## src/hw/rtl/sidc_pkg.sv

```systemverilog
package sidc_pkg;

	localparam int ENTRIES      = 32;
	localparam int MAX_ID_BYTES = 32;

	localparam int IDX_W  = $clog2(ENTRIES);
	localparam int ID_W   = MAX_ID_BYTES * 8;
	localparam int ENC_W  = 16;
	localparam int LEN_W  = 6;
	localparam int SLOT_W = 5;
	localparam int ROW_W  = ID_W + ENC_W;

	typedef enum logic {
		CMD_INSERT = 1'b0,
		CMD_LOOKUP = 1'b1
	} cmd_t;

	typedef enum logic [2:0] {
		ST_STORED  = 3'd0,
		ST_HIT     = 3'd1,
		ST_MISS    = 3'd2,
		ST_ID_LONG = 3'd3,
		ST_ENC_BIG = 3'd4
	} status_t;

	typedef enum logic [2:0] {
		S_IDLE,
		S_SCAN,
		S_DRAIN,
		S_SLOT_RD,
		S_SLOT_WR,
		S_FIN
	} state_t;

endpackage

```

## src/hw/rtl/sidc_match.sv

```systemverilog
module sidc_match
	import sidc_pkg::*;
(
	input  logic [ID_W-1:0]  row_id,
	input  logic [ID_W-1:0]  query,
	input  logic [LEN_W-1:0] len,
	output logic             match,
	output logic [ID_W-1:0]  cleared,
	output logic [ID_W-1:0]  merged
);

	logic [ID_W-1:0] bit_mask;

	always_comb begin
		for (int b = 0; b < MAX_ID_BYTES; b++) begin
			bit_mask[8*b +: 8] = {8{LEN_W'(b) < len}};
		end
	end

	assign match   = ((row_id ^ query) & bit_mask) == '0;
	assign cleared = row_id & ~bit_mask;
	assign merged  = (row_id & ~bit_mask) | (query & bit_mask);

endmodule

```

## config.mk

```make
export PLATFORM = sky130hd
export DESIGN_NAME = sidc_match
export DESIGN_NICKNAME = d
export VERILOG_FILES = /design/src/hw/rtl/sidc_pkg.sv /design/src/hw/rtl/sidc_match.sv
export SDC_FILE = /design/constraint.sdc
export NUM_CORES = 1
export LEC_CHECK = 0
export ABC_AREA = 1
export BUFFER_PORTS_ARGS = -buffer_cell sky130_fd_sc_hd__buf_2
export CORE_AREA = 2 2 400 402
export DETAILED_ROUTE_END_ITERATION = 10
export DIE_AREA = 0 0 402 404
export GPL_TIMING_DRIVEN = 0
export PLACE_DENSITY_LB_ADDON = 0.2
export SYNTH_ARGS = -nofsm -noshare
export SYNTH_HDL_FRONTEND = slang
export SYNTH_SLANG_ARGS = --single-unit
export TNS_END_PERCENT = 50
```

## constraint.sdc

```tcl
create_clock -name vclk -period 2.2
set_clock_uncertainty 0.2 [all_clocks]
set_input_delay 0.33 -clock vclk [all_inputs]
set_output_delay 0.33 -clock vclk [all_outputs]
set_load 0.02 [all_outputs]
```

# After elaboration in Yosys (flattened, before gate mapping)
# Index checks and enable logic that the tools add are counted.
# totals
reg_bits	0
input_bits	518
elab_cells	39
# op_classes
n_lt_le_gt_ge	32
bitwise	6
reduce_logical	1
# ops
operator	count
$and A256 B256 Y256	3
$logic_not A256 Y1	1
$not A256 Y256	1
$or A256 B256 Y256	1
$xor A256 B256 Y256	1
$lt A5 B6 Y1 const A	16
$lt A4 B6 Y1 const A	8
$lt A3 B6 Y1 const A	4
$lt A1 B6 Y1 const A	2
$lt A2 B6 Y1 const A	2

# Depth between registers and ports, before layout
# logic_depth
word_depth	4
mapped_depth	13
mapped_depth_nobuf	13

# Worst setup path before layout
# OpenSTA, ideal clock, no wires.
# synth_timing
kind	input port to output port
startpoint	input port len[3]
endpoint	output port merged[201]
arrival_time_ps	1730
required_time_ps	1670
setup_slack_ps	-60
stages	8
path_buffers	3
cell_sequence	buf_6 > nand3_2 > inv_1 > nor2_1 > buf_2 > nand2_1 > buf_2 > o21ai_0
# synth_between
elab_chain_cells	4
# synth_lines
element	line_no	rtl
from (decl)	sidc_match.sv:6	input logic [LEN_W-1:0] len,
$lt A5 B6 Y1 *	sidc_match.sv:16	bit_mask[8*b +: 8] = {8{LEN_W'(b) < len}};
$not A256 Y256	sidc_match.sv:22	assign merged = (row_id & ~bit_mask) | (query & bit_mask);
$and A256 B256 Y256	sidc_match.sv:22	
$or A256 B256 Y256 *	sidc_match.sv:22	
to (decl)	sidc_match.sv:9	output logic [ID_W-1:0] merged
# Every way passes the cells marked *; elsewhere a longest branch is shown, timed or not.

# Worst setup path in the final report
# layout_timing
startpoint	input port len[4]
endpoint	output port merged[161]
# Same word-level chain as after synthesis.

==> summary.md <==
| Metric | Value |
|---|---|
| Hold depth | `4` |
| Tightest Pin Transition | `0.4871 ns` |
| GRT Util Overall | `a little over an eighth` |
| 1st-pass router iterations | `5` |
| Worst Setup End Kind | `output pin` |
| Vias in the first global route | `~16000` |
| Initial drt markers | `just under 1000` |
| Cell row count | `about 150` |
| Commonest non-fill, non-tap cell in the layout | `nand2_1` |
| Leak pwr | `~13 nW` |
| Gpl congestion | `between 0.9 and 1` |
| Required @ worst endpoint | `between 1.5 and 2 ns` |
| Hold Fails Final Rpt | `0` |
| First-pass GRT wire length | `147800 µm` |
| WL per Instance | `21.89 µm` |
| Status | `finished with violations` |
| Avg Cell Area, Syn | `around 4.3 µm²` |
| Most frequent cells in the layout | `nand2_1, buf_2, inv_1` |
| ANT nets after route | `0` |
| Worst EP arrival | `2.21 ns` |
| PortBufs | `slightly above 1000` |
| Pin count of the biggest net entering global routing | `11` |
| Hpwl dp | `roughly 110000 µm` |
| Worst-path fanout max | `7` |
| Syn Inst Count | `between 2000 and 2500` |
| DR vias | `between 15000 and 20000` |
| Endpoint, Worst Hold | `merged[83]` |
| Die width | `between 400 and 500 µm` |
| RSZ-0062 raised after global routing | `true` |
| Initial antenna violation count | `between 100 and 150` |
| Initial Util | `5.749%` |
| Failing checks | `negative setup slack` |
| Nets@finish | `approximately 3800` |
| Top Ports | `1031` |
| Hold Path Class | `in -> out` |
| Hold_sp | `query[83]` |
| Seq_cells | `0` |
| Area added between synthesis and finish | `151.4%` |
| Post-Syn Area | `around 0.0091 mm²` |
| Worst setup SP type | `primary input` |
| Slew headroom | `around two thirds` |
| Non-Filler Instances | `around 5400` |
| Critical path type | `in -> out` |
| Crit share post-route | `124.5%` |
| Final WL | `118200 µm` |
| Final Util | `~14%` |
| Synth Warn # | `0` |
| GR Overflow Total | `0` |
| Vias per inst | `3.239` |
| Final setup violation count | `362` |
| Setup WS post-layout | `-0.5392 ns` |
| Die area | `0.1624 mm²` |
| Maximum capacitance violations | `0` |
| Inst Count DP | `approximately 5200` |
| DRC | `0` |
| Post-layout min period | `roughly 2.7 ns` |
| Sequential area share after synthesis | `0%` |
| Peak VDD IR | `about 100 µV` |
| Core Region | `0.1578 mm²` |
| Clock buffers | `0` |
| Yosys cell types | `23` |
| Sequential cell area | `0 µm²` |
| DP Worst Slack | `-2.176 ns` |
| Synth Net Count | `between 2000 and 3000` |
| Fmax | `0.3651 GHz` |
| Final Slew Violations | `0` |
| Fraction of layout cells with a size suffix above 1 | `a little under half` |
| DIE HEIGHT | `between 400 and 500 µm` |
| Cell Pwr Density | `around 240 mW/mm²` |
| CTS Hold Bufs | `0` |
==> routing by layer <==
| metal | wire length [µm] | GRT usage [%] |
|---|---|---|
| met5 | 90 | 0 |
| met2 | 58590 | 24.36 |
| met1 | 50030 | 17.08 |
| met3 | 7094 | 2.340 |
| met4 | 2359 | 1.016 |
==> layout make-up <==
type,count,area [µm²]
inverter,465,1887
multi-input combinational,1624,9225
buffer,43,653.1
fill,18670,135000
tap,2072,2592
timing repair buffer,1183,8419
antenna,12,30.03
==> per-stage QoR <==
step	instance area, µm²	TNS (ns)	hold WS [ns]	power (mW)
floorplan	9076	-0.7620	0.5914	2.040
global placement	16820	-541.82	0.8014	4.115
global route	22780	-88.80	0.8074	5.899
detailed placement	16830	-490.39	0.7997	4.105
finish	22810	-58.93	0.7750	5.502
CTS	19520	-80.24	0.7841	4.788
==> Yosys cell counts, drive strengths merged <==
master | count | area share (%)
xnor2 | 82 | 7.9
nand4 | 3 | 0.21
or2 | 1 | 0.069
xor2 | 1 | 0.097
nand2 | 975 | 41
a21oi | 2 | 0.19
nor2 | 310 | 13
clkinv | 3 | 0.12
inv | 462 | 19
clkbuf | 26 | 1.1
nand3 | 8 | 0.50
o21ai | 154 | 8.6
buf | 19 | 1.3
o21bai | 88 | 7.3
==> how the worst max path moves through the flow <==
stage | cells after the start | slack [ns] | endpoint | from
after floorplan | 8 | -0.06 | merged[201] | len[3]
after global placement | 13 | -2.49 | match | len[1]
after detailed placement | 14 | -2.18 | match | len[4]
after CTS | 15 | -0.67 | match | len[5]
after global routing | 15 | -0.69 | match | len[5]
final | 16 | -0.54 | merged[161] | len[4]
==> worst max-delay path, cell delays in order <==
cell and delay (ns):
buf_8 0.10, nor2_4 0.05, buf_12 0.12, buf_16 0.14
buf_12 0.12, buf_16 0.13, buf_12 0.12, a21oi_4 0.12
buf_12 0.15, buf_6 0.11, clkinvlp_4 0.10, buf_12 0.16
buf_4 0.14, nand2_4 0.07, nand2_4 0.06, buf_6 0.13
==> where the power goes <==
part             total, mW  leakage [nW]  internal (mW)  switching (mW)
logic                 5.50          13.0           2.23            3.27
clock network  0.000000755     0.0000761    0.000000755               0
registers                0             0              0               0
total                 5.50          13.0           2.23            3.27
==> cells by family (layout without fill, tap and decap cells) <==
group	count (synthesis)	count (layout)	synth area share [%]
simple gates	1297	1297	54.26
other cells	0	12	0
compound gates	244	244	16.09
buf+inv	510	1691	21.64
xor+xnor	83	83	8.012
==> repair_timing <==
action                                  CTS  global route
gates resized for setup                 524           800
gates cloned                              5            11
pin swaps                                40            33
setup buffers                            82            64
endpoints found under the setup margin  502           471
Note: power is estimated with default switching activity, not from simulation.
